File: src/ple_pkg.sv
// ----------------------------------------------------------------------------
// Positional list engine package
// Word types, operation and status codes, and cell control shared by the
// list engine modules.
// ----------------------------------------------------------------------------
`default_nettype none

package ple_pkg;

  // Default number of list cells
  localparam int DEPTH_DEFAULT = 64;
  // Cells per priority group in the locate search
  localparam int GROUP_SIZE = 8;

  // Operation codes
  localparam logic [1:0] FUNC_CLEAR  = 2'd0;
  localparam logic [1:0] FUNC_INSERT = 2'd1;
  localparam logic [1:0] FUNC_DELETE = 2'd2;
  localparam logic [1:0] FUNC_LOCATE = 2'd3;

  // Status codes
  localparam logic [1:0] STATUS_DONE      = 2'd0;
  localparam logic [1:0] STATUS_BAD_POS   = 2'd1;
  localparam logic [1:0] STATUS_LIST_FULL = 2'd2;

  typedef struct packed {
    logic [1:0]         func;
    logic [6:0]         position;
    logic signed [31:0] value;
  } ple_cmd_t;

  typedef struct packed {
    logic [1:0] status;
    logic       found;
    logic [5:0] found_index;
    logic [6:0] list_length;
  } ple_result_t;

  // Shift control broadcast to every cell
  typedef struct packed {
    logic ins;   // insert: open a gap at the position
    logic del;   // delete: close the gap at the position
  } ple_shift_t;

endpackage

`default_nettype wire

File: src/ple_cell.sv
// ----------------------------------------------------------------------------
// List cell
// Holds one entry, takes the insert value or its lower or upper neighbor on a shift, and
// registers whether its entry matches the search key.
// ----------------------------------------------------------------------------
`default_nettype none

module ple_cell
  import ple_pkg::*;
#(
  parameter int PW  = 8,
  parameter int IDX = 0
) (
  input  wire logic               clk,
  input  wire ple_shift_t         shift,
  input  wire logic [PW-1:0]      pos_m1,
  input  wire logic signed [31:0] ins_value,
  input  wire logic signed [31:0] lower,
  input  wire logic signed [31:0] upper,
  input  wire logic signed [31:0] key,
  input  wire logic               live,
  output logic signed [31:0]      entry,
  output logic                    match
);

  logic [PW-1:0] my_idx;
  logic          at_pos;
  logic          above_pos;

  assign my_idx    = PW'(IDX);
  assign at_pos    = (my_idx == pos_m1);
  assign above_pos = (my_idx > pos_m1);

  always_ff @(posedge clk) begin
    if (shift.ins) begin
      if (at_pos) begin
        entry <= ins_value;
      end else if (above_pos) begin
        entry <= lower;
      end
    end else if (shift.del) begin
      // pull from above at and beyond the deleted slot
      if (at_pos || above_pos) begin
        entry <= upper;
      end
    end
    match <= live && (entry == key);
  end

endmodule

`default_nettype wire

File: config.mk
export PLATFORM = sky130hd
export DESIGN_NAME = ple_cell
export DESIGN_NICKNAME = d
export VERILOG_FILES = /design/src/ple_pkg.sv /design/src/ple_cell.sv
export SDC_FILE = /design/constraint.sdc
export NUM_CORES = 1
export LEC_CHECK = 0
export ABC_AREA = 1
export BUFFER_PORTS_ARGS = -buffer_cell sky130_fd_sc_hd__buf_4
export CAP_MARGIN = 5
export CORE_UTILIZATION = 40
export CTS_CLUSTER_SIZE = 8
export DETAILED_ROUTE_END_ITERATION = 10
export HOLD_SLACK_MARGIN = 0.08
export PLACE_DENSITY = 0.81
export SLEW_MARGIN = 10
export SYNTH_ARGS = -nofsm -noshare
export SYNTH_HDL_FRONTEND = slang
export SYNTH_SLANG_ARGS = --single-unit
File: constraint.sdc
create_clock -name clk -period 3.3 [get_ports clk]
set_input_delay 0.66 -clock clk [delete_from_list [all_inputs] [get_ports clk]]
set_output_delay 0.66 -clock clk [all_outputs]
set_load 0.005 [all_outputs]
==> impl_results.md <==
- Total GRT Usage: 25.6%
- Hold WC Path Type: in -> reg
- Final Net Count: 631
- Yosys reg bits: 33
- Hold Path End: entry[18]
- Postcts setup bufs: 0
- First-pass GRT wire length: 11.9 mm
- Post-CTS Hold Buffers: 0
- Worst hold path startpoint: upper[18]
- Number of enable flip-flop cells after synthesis: 32
- Most frequent cell after synthesis: nand2_1
- Setup WS post-layout: 1170 ps
- R2R Setup Slk: 2130 ps
- Clock Path Buffers: 2
- Ys flop type: edfxtp_1
- Outcome: finished, final reports clean
- Drt via density: 4.79
- Chip Height: 76.9 um
- CTS Buf Count: 5
- Ports: 173
- Fin Hold WS: 696 ps
- Root Driver: clkbuf_8
- Post-synthesis instance total: 323
- Core area: 5240 um2
- Crit end category: flop
- # resized after CTS: 0
- Total routed wirelength: 7.38 mm
- Final Cell Area: 3640 um2
- Max Clock Freq: 0.471 GHz
- Worst slew pin tran: 1070 ps
- Final slew viol count: 0
- Vias in the first global route: 2,639
- Clk_skew: 2.96 ps
- Async SR Flop Fraction: 0%
- Port Buffers: 172
- Die area: 5910 um2
- Overflow after GRT: 0
- Final worst path period share: 64.4%
- # diodes: 0
- Max Cap Viol: 0
- Placed cells: 554
- Req. time, crit path: 3420 ps
- Cell Pwr Density: 263 nW/um2
- Worst Path Arrival: 2240 ps
- Critical-path top delay cell: clkinv_2
- Worst skew pair latency: 280 ps
- CTS tree: built
- Final min period: 2130 ps
- Count of different cell masters after synthesis: 18
- First drt pass iteration count: 5
- Cell Area, Synth: 2240 um2
- Final ANT Viol Nets: 0
- Finished Layout Cells: 561
- Area Growth Syn to Fin: 62.5%
- Crit path cell chain: buf_4 > nor2_1 > nand4_2 > clkinv_2 > nand2_1 > a21oi_1
- Area contributors post-synth: edfxtp_1, nand2_1, a21oi_1, nor2_1, inv_1
- CTS HTree Levels: 2
- Die width: 76.9 um
- Drt wl/cell: 13.2 um
- Final Hold Fails: 0
- CTS clk-pin slew, worst paths: 70 ps
- Reg2reg start: entry[24]
- Total chip power: 0.957 mW
- Largest stage delay on the critical path: 540 ps
- Top cells by count, synth: nand2_1, a21oi_1, nor2_1, inv_1, edfxtp_1
- Hold depth: 3
- Initial core utilization: 42.8%
- Worst setup path class: in -> reg
- Worst setup SP type: input pin
- Slew margin rel.: 28.9%
- Sink Count: 33
- Hpwl dp: 5.81 mm
- Initial antenna violation count: 0
- Yosys top cell area share: 42.8%
- Syn Nets: 463
- P_leak: 1.82 nW
- Max FO, Critical Path: 32
- Row count: 26
- Area after DPL: 3570 um2
- Max IR drop VDD: 0.251 mV
- GP Congestion: 0.788
- Iter 0 DRT Violations: 167
- Synth warn: 0
- Detailed-route via count: 2,687
- Yosys top cell by area: edfxtp_1
- Largest net degree at the start of global routing: 35
- Core Util, Final: 69.6%
- Fin Setup TNS: 0 ps
- Syn_area_per_cell: 6.95 um2
- Endpoints failing setup: 0
- Register area share after synthesis: 43.7%
- Share of post-route cells with drive strength above 1: 37.1%
- Reg2reg end: match
- R2R depth: 4
- Place WS: 871 ps
- RSZ-0062 raised after global routing: no
- Remaining DRCs: 0
==> worst max-delay path, delay by kind of cell <==
| family | cells | cell delay (ps) |
|---|---|---|
| AO/OA/AOI/OAI | 1 | 200 |
| AND/OR/NAND/NOR | 3 | 720 |
| buffers and inverters | 2 | 650 |
==> logic make-up after synthesis <==
group | after synthesis | share of synthesized area (%)
flip-flops | 33 | 43.7
AO/OA/AOI/OAI | 71 | 16.0
buffers and inverters | 55 | 10.5
XOR/XNOR | 8 | 3.12
AND/OR/NAND/NOR | 156 | 26.7
==> placed cells by master, fill, tap and decap left out <==
master	Yosys	final
buf_4	0	174
nand2_1	94	94
a21oi_1	64	64
nor2_1	57	56
inv_1	41	41
edfxtp_1	32	32
o21ai_0	6	6
xnor2_1	5	5
clkbuf_8	0	5
xor2_1	3	3
nor3_1	2	2
nand3_1	2	2
nand4_2	1	1
clkinv_2	1	1
nor2_4	0	1
o211ai_1	1	1
clkinv_1	0	1
clkbuf_1	5	1
dfxtp_1	1	1
==> layer usage <==
metal | wire [um] | share of wire [%] | track usage [%]
met1 | 2780 | 38 | 29.3
met2 | 3940 | 53 | 47.2
met3 | 531 | 7.2 | 5.24
met4 | 129 | 1.7 | 8.08
met5 | 0 | 0 | 0
==> state kept, by name, indices dropped and copies added, names as in the netlist <==
| signal | count |
|---|---|
| match | 1 |
| entry | 32 |
==> how the worst max path moves through the flow <==
| stage | from | to | slack [ps] |
|---|---|---|---|
| final | pos_m1[1] | entry[19] | 1170 |
| after global routing | pos_m1[7] | entry[12] | 1020 |
| after CTS | pos_m1[7] | entry[19] | 1160 |
| after detailed placement | pos_m1[7] | entry[19] | 870 |
| after global placement | pos_m1[7] | entry[19] | 900 |
| after floorplan | pos_m1[5] | entry[0] | 350 |
==> report_power, final <==
part / leakage, nW / internal [mW] / switching (mW)
Clock: 0.0387 / 0.142 / 0.136
Combinational: 1.47 / 0.136 / 0.0791
Sequential: 0.306 / 0.464 / 0.000914
Total: 1.82 / 0.742 / 0.216
==> final cells by class <==
cell class / instances / area (um2)
clock buffer: 6 / 72.6
fill: 459 / 1590
multi-input combinational: 235 / 1030
sequential: 33 / 981
timing repair buffer: 174 / 1310
tap: 70 / 87.6
inverter: 42 / 159
clock inverter: 1 / 3.75
Note: power is estimated with default switching activity, not from simulation.
