===== src/ple_pkg.sv =====
// ----------------------------------------------------------------------------
// Positional list engine package
// Word types, operation and status codes, and cell control shared by the
// list engine modules.
// ----------------------------------------------------------------------------
`default_nettype none

package ple_pkg;

  // Default number of list cells
  localparam int DEPTH_DEFAULT = 64;
  // Cells per priority group in the locate search
  localparam int GROUP_SIZE = 8;

  // Operation codes
  localparam logic [1:0] FUNC_CLEAR  = 2'd0;
  localparam logic [1:0] FUNC_INSERT = 2'd1;
  localparam logic [1:0] FUNC_DELETE = 2'd2;
  localparam logic [1:0] FUNC_LOCATE = 2'd3;

  // Status codes
  localparam logic [1:0] STATUS_DONE      = 2'd0;
  localparam logic [1:0] STATUS_BAD_POS   = 2'd1;
  localparam logic [1:0] STATUS_LIST_FULL = 2'd2;

  typedef struct packed {
    logic [1:0]         func;
    logic [6:0]         position;
    logic signed [31:0] value;
  } ple_cmd_t;

  typedef struct packed {
    logic [1:0] status;
    logic       found;
    logic [5:0] found_index;
    logic [6:0] list_length;
  } ple_result_t;

  // Shift control broadcast to every cell
  typedef struct packed {
    logic ins;   // insert: open a gap at the position
    logic del;   // delete: close the gap at the position
  } ple_shift_t;

endpackage

`default_nettype wire


===== src/ple_group.sv =====
// ----------------------------------------------------------------------------
// Priority group
// Picks the lowest matching cell within one group and registers the pick.
// ----------------------------------------------------------------------------
`default_nettype none

module ple_group
  import ple_pkg::*;
#(
  parameter int GW = GROUP_SIZE
) (
  input  wire logic                    clk,
  input  wire logic [GW-1:0]           hits,
  output logic                         any,
  output logic [$clog2(GW)-1:0]        idx
);

  logic [$clog2(GW)-1:0] idx_next;

  always_comb begin
    idx_next = '0;
    // scan from the top so the lowest hit wins
    for (int i = GW - 1; i >= 0; i--) begin
      if (hits[i]) begin
        idx_next = ($clog2(GW))'(i);
      end
    end
  end

  always_ff @(posedge clk) begin
    any <= |hits;
    idx <= idx_next;
  end

endmodule

`default_nettype wire


===== config.mk =====
export PLATFORM = sky130hd
export DESIGN_NAME = ple_group
export DESIGN_NICKNAME = d
export VERILOG_FILES = /design/src/ple_pkg.sv /design/src/ple_group.sv
export SDC_FILE = /design/constraint.sdc
export NUM_CORES = 1
export LEC_CHECK = 0
export ABC_AREA = 1
export BUFFER_PORTS_ARGS = -buffer_cell sky130_fd_sc_hd__clkbuf_2
export CAP_MARGIN = 20
export CORE_AREA = 2 2 39 41
export DETAILED_ROUTE_END_ITERATION = 8
export DIE_AREA = 0 0 41 43
export HOLD_SLACK_MARGIN = 0.06
export PLACE_DENSITY = 0.31
export RECOVER_POWER = 50
export SETUP_SLACK_MARGIN = 0.02
export SYNTH_ARGS = -nofsm -noshare
export SYNTH_HDL_FRONTEND = slang
export SYNTH_SLANG_ARGS = --single-unit

===== constraint.sdc =====
create_clock -name clk -period 2.2 [get_ports clk]
set_input_delay 0.55 -clock clk [delete_from_list [all_inputs] [get_ports clk]]
set_output_delay 0.55 -clock clk [all_outputs]
set_load 0.02 [all_outputs]

==> impl_metrics.tcl, run 1 <==
set metrics [dict create \
    drtAntennaViolNets 0 \
    setup_viol 0 \
    relSlewSlack_pct 83.3 \
    coreArea_mm2 0.00138 \
    die_h_um 43 \
    crit_buf_inv 1 \
    globalRouteOverflowTotal 0 \
    cts_buffers 3 \
    grt_start_max_net_pins 4 \
    required_ns 1.65 \
    hold_buffers 0 \
    hp-class "in2reg" \
    synthesis.area_um2 179 \
    crit_arrival_ns 0.68 \
    p_leak_nw 0.167 \
    power_density_mw_per_mm2 688 \
    start_util_pct 12.9 \
    p_total_mw 0.189 \
    htree_num_levels 1 \
    io_buffers 12 \
    drc 0 \
    worstHoldPathCells 2 \
    syn_nets 35 \
    status "finished, final reports clean" \
    cp-start-kind "flip-flop" \
    timing.max_cap.violations 0 \
    setup_ws_ns 0.967 \
    nets 52 \
    worst_pin_slew_ns 0.249 \
    dp_hpwl_um 328 \
    preCtsSetupSlack_ns 0.973 \
    via_count 191 \
    drtIter0Drc 0 \
    min_from "hits[0]" \
    cts-root-buf "clkbuf_4" \
    synth_cell_types 10 \
    yosys_warnings 0 \
    whs_endpoint "idx[0]" \
    grt_use_total_pct 5.61 \
    setup_tns_ns 0 \
    synth_seq_cells 4 \
    critPathTopFamily "flip-flops" \
    synth_area_per_cell_um2 6.88 \
    place_area_um2 259 \
    syn_inst 26 \
    clockBufferDepth 2 \
    cpMaxStageDelayCell "dfxtp_1" \
    path_cells "clkbuf_2" \
    fmaxAchievable_mhz 811 \
    ys_seq_area_share_pct 44.8 \
    area_growth_pct 53.8 \
    final_common_cell "clkbuf_2" \
    grt_pass1_vias 185 \
    ir_worst_vdd_v 0.000111 \
    dieArea_mm2 0.00176 \
    fillers 163 \
    whs_ns 0.499 \
    wl_per_cell_um 6.46 \
    cts_resized 0 \
    dr.pass1.iters 1 \
    place_congestion 0.632 \
    clock_sinks 4 \
    critPathCaptureType "output pin" \
    placementRows 14 \
    routed_wl_um 368 \
    antenna_found_initial 0 \
    via_per_inst 3.35 \
    num_antenna_cells 0 \
    tritoncts "built" \
    drv_slew 0 \
    cp_slowest_stage_delay_ns 0.30 \
    clk_pin_slew_worst_paths_ns 0.04 \
    fin_crit_sh_pct 56.0 \
    rsz0062_at_grt "no" \
    critPathMaxFanout 1 \
    finalHoldViolations 0 \
    dieWidth_um 41 \
    grt_pass1_wl_um 614 \
    fin_area_um2 275 \
    drive_above_1_share_pct 34.1 \
    io_pins 13 \
    setup.worst_path.class "reg2out" \
    layout_common_cells "11 x clkbuf_2, 8 x inv_1, 7 x nand2_1" \
    post-cts-setup-buffer-count 0 \
    finalCriticalPeriod_ns 1.23 \
]
-- sequential cells by signal, indices dropped and copies added, names as in the netlist --
register / count
any: 1
idx: 3
-- Yosys cell counts --
cell type	count	area share [%]
nor2_1	1	2.1
nor3_2	1	5.6
nand2_1	7	15
a31oi_1	1	3.5
nand3_1	1	2.8
or2_1	1	3.5
inv_1	8	17
a21oi_1	1	2.8
nand4_1	1	3.5
dfxtp_1	4	45
-- through the flow --
stage / cells / utilization [%]
after global routing: 57 / 19.9
after global placement: 54 / 18.7
after detailed placement: 54 / 18.7
final: 57 / 19.9
after floorplan: 26 / -
after CTS: 57 / 20.3
-- logic make-up (layout without fill, tap and decap cells) --
group,count (synthesis),after routing,synth area share [%]
flops,4,4,44.8
simple gates,12,12,32.2
buf+inv,8,23,16.8
compound gates,2,2,6.29
-- report_power, final --
group	leakage, nW	switching [mW]	internal, mW
Sequential	0.0329	0.000583	0.0758
Combinational	0.120	0.0142	0.0108
Clock	0.0138	0.0271	0.0608
-- worst max path at each step --
| stage | startpoint | endpoint | slack, ns | cells after the start |
|---|---|---|---|---|
| after floorplan | hits[6] | any | 1.12 | 3 |
| after global placement | hits[6] | any | 1.0 | 4 |
| after detailed placement | hits[6] | any | 0.97 | 4 |
| after CTS | idx[2] | idx[2] | 0.95 | 1 |
| after global routing | any | any | 0.92 | 1 |
| final | idx[2] | idx[2] | 0.97 | 1 |
-- routing by layer --
layer	up-vias	global-route usage (%)	share of wire, %
met5	-	0	0
met4	0	8.00	0
met2	11	6.88	38
met3	0	1.57	16
li1	107	-	-
met1	73	6.05	45
-- final cells by class --
| type | instances | area, um^2 | area share [%] |
|---|---|---|---|
| Tap cell | 16 | 20.0 | 7.27 |
| Multi-Input combinational cell | 14 | 63.8 | 23.2 |
| Sequential cell | 4 | 80.1 | 29.1 |
| Inverter | 8 | 30.0 | 10.9 |
| Clock buffer | 3 | 22.5 | 8.18 |
| Timing Repair Buffer | 12 | 58.8 | 21.4 |
No activity file was read; power rests on OpenSTA's default activity.
==> inputs of run 2 (changes only) <==
ABC_AREA = 0   (was 1)
PLACE_DENSITY = 0.3   (was 0.31)
clock period = 1.27 ns   (was 2.2 ns; I/O delays follow)
==> run 2 against run 1 <==
  * Largest cell class unchanged
  * Final cell count is 16% lower
  * Area after synthesis fell by 10%
  * Critical path depth unchanged
  * Worst hold slack lost 0.20 ns
  * Count of clock-buffer cells in the layout stayed put
  * Design area is 5.5% lower
  * Clock power rose by 71%
==> impl_metrics.tcl, run 2 <==
set metrics [dict create \
    yosys-top-cells-area "dfxtp_1 50%, nor2b_1 7.8%, nor4_2 7.8%" \
    clock_sinks 4 \
    p_leak_nw 0.116 \
    critPathMaxFanout 1 \
    syn_nets 26 \
    synth_area_per_cell_um2 9.42 \
    setup.worst_path.class "reg2out" \
    crit_arrival_ns 0.69 \
    grt_start_max_net_pins 5 \
    antenna_found_initial 0 \
    worstHoldPathCells 2 \
    drc 0 \
    cp_slowest_stage_delay_ns 0.30 \
    startpoint "idx[1]" \
    power.switching_mw 0.0709 \
    top_register "idx" \
    clkPwrFrac_pct 46.0 \
    clockBufferDepth 2 \
    yosysTopAreaCell "dfxtp_1" \
    fillers 158 \
    die_h_um 43 \
    min_from "hits[1]" \
    yosysMostFrequentCell "dfxtp_1" \
    final_common_cell "clkbuf_2" \
    fin_crit_sh_pct 79.3 \
    layout_common_cells "10 x clkbuf_2, 4 x dfxtp_1, 3 x clkbuf_4" \
    relSlewSlack_pct 76.7 \
    rsz0062_at_grt "no" \
    switching_share_pct 21.7 \
    synthesis.area_um2 160 \
    largest_reg_flops 3 \
    num_antenna_cells 0 \
    clk_pin_slew_worst_paths_ns 0.03 \
    dr.pass1.iters 1 \
    synthFlopType "dfxtp_1" \
    htree_num_levels 1 \
    synth_top_cell_area_share_pct 50.0 \
    grt_use_total_pct 5.02 \
    area_growth_pct 62.5 \
    finalHoldViolations 0 \
    seqPwrFrac_pct 40.8 \
    coreArea_mm2 0.00138 \
    synth_edf_count 0 \
    crit_buf_inv 1 \
    grt_pass1_vias 147 \
    drtIter0Drc 0 \
    via_per_inst 3.46 \
    setup_viol 0 \
    synth.top_cells.by_count "4 x dfxtp_1, 2 x nor2_1, 2 x nor2b_1" \
    placementRows 14 \
    fmaxAchievable_mhz 993 \
    reg_top3 "idx: 3 flops, any: 1 flops" \
    path_depth 1 \
    drv_slew 0 \
    hold_buffers 0 \
    ir_worst_vdd_v 0.000200 \
    cp-start-kind "flip-flop" \
    finalCriticalPeriod_ns 1.01 \
    preCtsSetupSlack_ns 0.248 \
    io_buffers 12 \
    drive_above_1_share_pct 43.8 \
    start_util_pct 11.6 \
    routed_wl_um 369 \
    status "finished, final reports clean" \
    yosys_warnings 0 \
    synth_seq_cells 4 \
    globalRouteOverflowTotal 0 \
    required_ns 0.95 \
    internal_power_mw 0.256 \
    place_congestion 0.608 \
    cpMaxStageDelayCell "dfxtp_1" \
    synth_cell_types 12 \
    worst_pin_slew_ns 0.347 \
    setup_tns_ns 0 \
    met1_usage_pct 6.73 \
    dieWidth_um 41 \
    cts_buffers 3 \
    grt.met3_usage_pct 1.57 \
    critPathCaptureType "output pin" \
    synthArstFlopShare_pct 0 \
    grt_pass1_wl_um 517 \
    path_cells "clkbuf_2" \
    ys_seq_area_share_pct 50.0 \
    critPathTopFamily "flip-flops" \
    hp-class "in2reg" \
    post-cts-setup-buffer-count 0 \
    dp_hpwl_um 324 \
    nets 43 \
    power_density_mw_per_mm2 1250 \
    use_met2_pct 4.38 \
    wl_per_cell_um 7.69 \
    busiest_layer "met4" \
    via_count 166 \
    timing.max_cap.violations 0 \
    tritoncts "built" \
    combPwrFrac_pct 13.2 \
    whs_endpoint "idx[1]" \
    setup_ws_ns 0.262 \
    drtAntennaViolNets 0 \
    syn_inst 17 \
    cts_resized 0 \
    io_pins 13 \
    dieArea_mm2 0.00176 \
    cts-root-buf "clkbuf_4" \
]
run 2: routing by layer:
layer,vias up,share of wire [%]
met2,13,33
met5,-,0
met1,60,47
met4,0,0
li1,93,-
met3,0,19
run 2: cell families after synthesis:
kind of cell | count (synthesis) | synth area share [%]
simple gates | 7 | 26.6
compound gates | 5 | 21.1
flops | 4 | 50.0
buf+inv | 1 | 2.34
run 2: how the worst max path moves through the flow:
stage | endpoint | slack [ns]
6_report | idx[1] | 0.26
5_1_grt | idx[1] | 0.24
4_1_cts | idx[1] | 0.25
3_5_place_dp | any | 0.25
3_3_place_gp | idx[2] | 0.28
2_1_floorplan | any | 0.45
run 2: stage by stage:
| step | utilization, % | total power [mW] | hold slack [ns] | std cells | area [um^2] |
|---|---|---|---|---|---|
| 5_1_grt | 18.8 | 0.343 | 0.318 | 48 | 260 |
| 3_5_place_dp | 17.4 | 0.179 | 0.543 | 45 | 240 |
| 3_3_place_gp | 17.4 | 0.179 | 0.539 | 45 | 240 |
| 2_1_floorplan | - | 0.153 | 0.390 | 17 | 160 |
| 4_1_cts | 19.0 | 0.339 | 0.294 | 48 | 263 |
| 6_report | 18.8 | 0.327 | 0.302 | 48 | 260 |
run 2: final cells by class:
cell class,instances,area (um^2),share of cell area [%]
well taps,16,20.0,7.69
clock buffers,3,22.5,8.65
inverters,1,3.75,1.44
multi-input cells,12,76.3,29.3
flip-flops and latches,4,80.1,30.8
repair buffers,12,57.6,22.1
run 2: power groups by stage:
| stage | clock network (mW) | registers, mW | logic (mW) |
|---|---|---|---|
| after detailed placement | 0 | 0.135 | 0.0444 |
| after floorplan | 0 | 0.142 | 0.0110 |
| after global placement | 0 | 0.135 | 0.0440 |
| final | 0.150 | 0.133 | 0.0431 |
| after CTS | 0.161 | 0.133 | 0.0446 |
| after global routing | 0.162 | 0.133 | 0.0479 |
==> inputs of run 3 (changes only) <==
clock period = 1 ns   (was 1.27 ns; I/O delays follow)
==> run 3 against run 2 <==
  * Global-route usage is 0.40 points lower
  * Non-clock buffer count stayed put
  * Combinational power is 29% higher
  * Design area stayed put
  * Sequential cell count stayed put
  * Final cell count stayed put
  * Largest cell class unchanged
==> impl_metrics.tcl, run 3 (synthesis gave the netlist of run 2 again) <==
set metrics [dict create \
    cp-start-kind "flip-flop" \
    power_density_mw_per_mm2 1590 \
    ir_worst_vdd_v 0.000274 \
    drtAntennaViolNets 0 \
    drv_slew 0 \
    setup.worst_path.class "reg2out" \
    place_congestion 0.601 \
    fin_util_pct 18.8 \
    area_growth_pct 62.5 \
    htree_num_levels 1 \
    num_antenna_cells 0 \
    cts-root-buf "clkbuf_4" \
    critPathTopFamily "flip-flops" \
    fmaxAchievable_mhz 1070 \
    reg_top3 "idx: 3 flops, any: 1 flops" \
    dieArea_mm2 0.00176 \
    grt_use_total_pct 4.61 \
    dr.pass1.iters 1 \
    via_per_inst 3.69 \
    io_buffers 12 \
    start_util_pct 11.6 \
    post-cts-setup-buffer-count 0 \
    drc 0 \
    layout_common_cells "10 x clkbuf_2, 4 x dfxtp_1, 3 x clkbuf_4" \
    critPathMaxFanout 1 \
    dieWidth_um 41 \
    grt_pass1_vias 139 \
    grt_start_max_net_pins 5 \
    nets 43 \
    cpMaxStageDelayCell "dfxtp_1" \
    hold_buffers 0 \
    globalRouteOverflowTotal 0 \
    tritoncts "built" \
    fin_crit_sh_pct 93.5 \
    cts_buffers 3 \
    status "finished, final reports clean" \
    drive_above_1_share_pct 43.8 \
    coreArea_mm2 0.00138 \
    clockBufferDepth 2 \
    finalCriticalPeriod_ns 0.935 \
    final_common_cell "clkbuf_2" \
    crit_buf_inv 1 \
    top_register "idx" \
    p_leak_nw 0.116 \
    via_count 177 \
    worst_pin_slew_ns 0.346 \
    crit_arrival_ns 0.69 \
    critPathCaptureType "output pin" \
    die_h_um 43 \
    routed_wl_um 401 \
    timing.max_cap.violations 0 \
    cts_resized 0 \
    grt_pass1_wl_um 462 \
    required_ns 0.75 \
    wl_per_cell_um 8.35 \
    clk_pin_slew_worst_paths_ns 0.03 \
    rsz0062_at_grt "no" \
    setup_viol 0 \
    drtIter0Drc 0 \
    placementRows 14 \
    largest_reg_flops 3 \
    relSlewSlack_pct 76.7 \
    path_cells "clkbuf_2" \
    setup_tns_ns 0 \
    antenna_found_initial 0 \
    io_pins 13 \
    finalHoldViolations 0 \
    cp_slowest_stage_delay_ns 0.30 \
    hp-class "in2reg" \
    clock_sinks 4 \
]
## run 3: cell counts in the layout (fill, tap and decap cells not counted)
Identical to the previous run, type by type.
## run 3: layout make-up
class                   instances  area (um^2)
repair buffers                 12         57.6
well taps                      16         20.0
inverters                       1         3.75
multi-input cells              12         76.3
fillers                       155         1120
clock buffers                   3         22.5
flip-flops and latches          4         80.1
## run 3: per-layer routing
layer / vias up / part of all wire [%] / GRT usage [%]
met5: - / 0 / 0
met4: 0 / 0 / 8.00
li1: 93 / - / -
met3: 0 / 20 / 1.57
met1: 71 / 45 / 5.45
met2: 13 / 34 / 4.38
## run 3: path summary, 6_finish.rpt
check,slack (ns),start,to,cells after the start
setup / recovery,0.06,any,any,1
hold / removal,0.25,hits[1],idx[1],2
## run 3: power by group
part	internal, mW	switching, mW
combinational	0.0235	0.0323
sequential	0.167	0.00150
clock	0.134	0.0564
## run 3: metrics by stage
step / instance area [um^2] / setup WS, ns / power (mW) / instances / hold WS [ns]
finish: 260 / 0.0649 / 0.415 / 48 / 0.250
global route: 260 / 0.0472 / 0.435 / 48 / 0.257
CTS: 263 / 0.0522 / 0.431 / 48 / 0.234
detailed placement: 240 / 0.0491 / 0.228 / 45 / 0.482
global placement: 240 / 0.0573 / 0.227 / 45 / 0.471
floorplan: 160 / 0.247 / 0.194 / 17 / 0.323
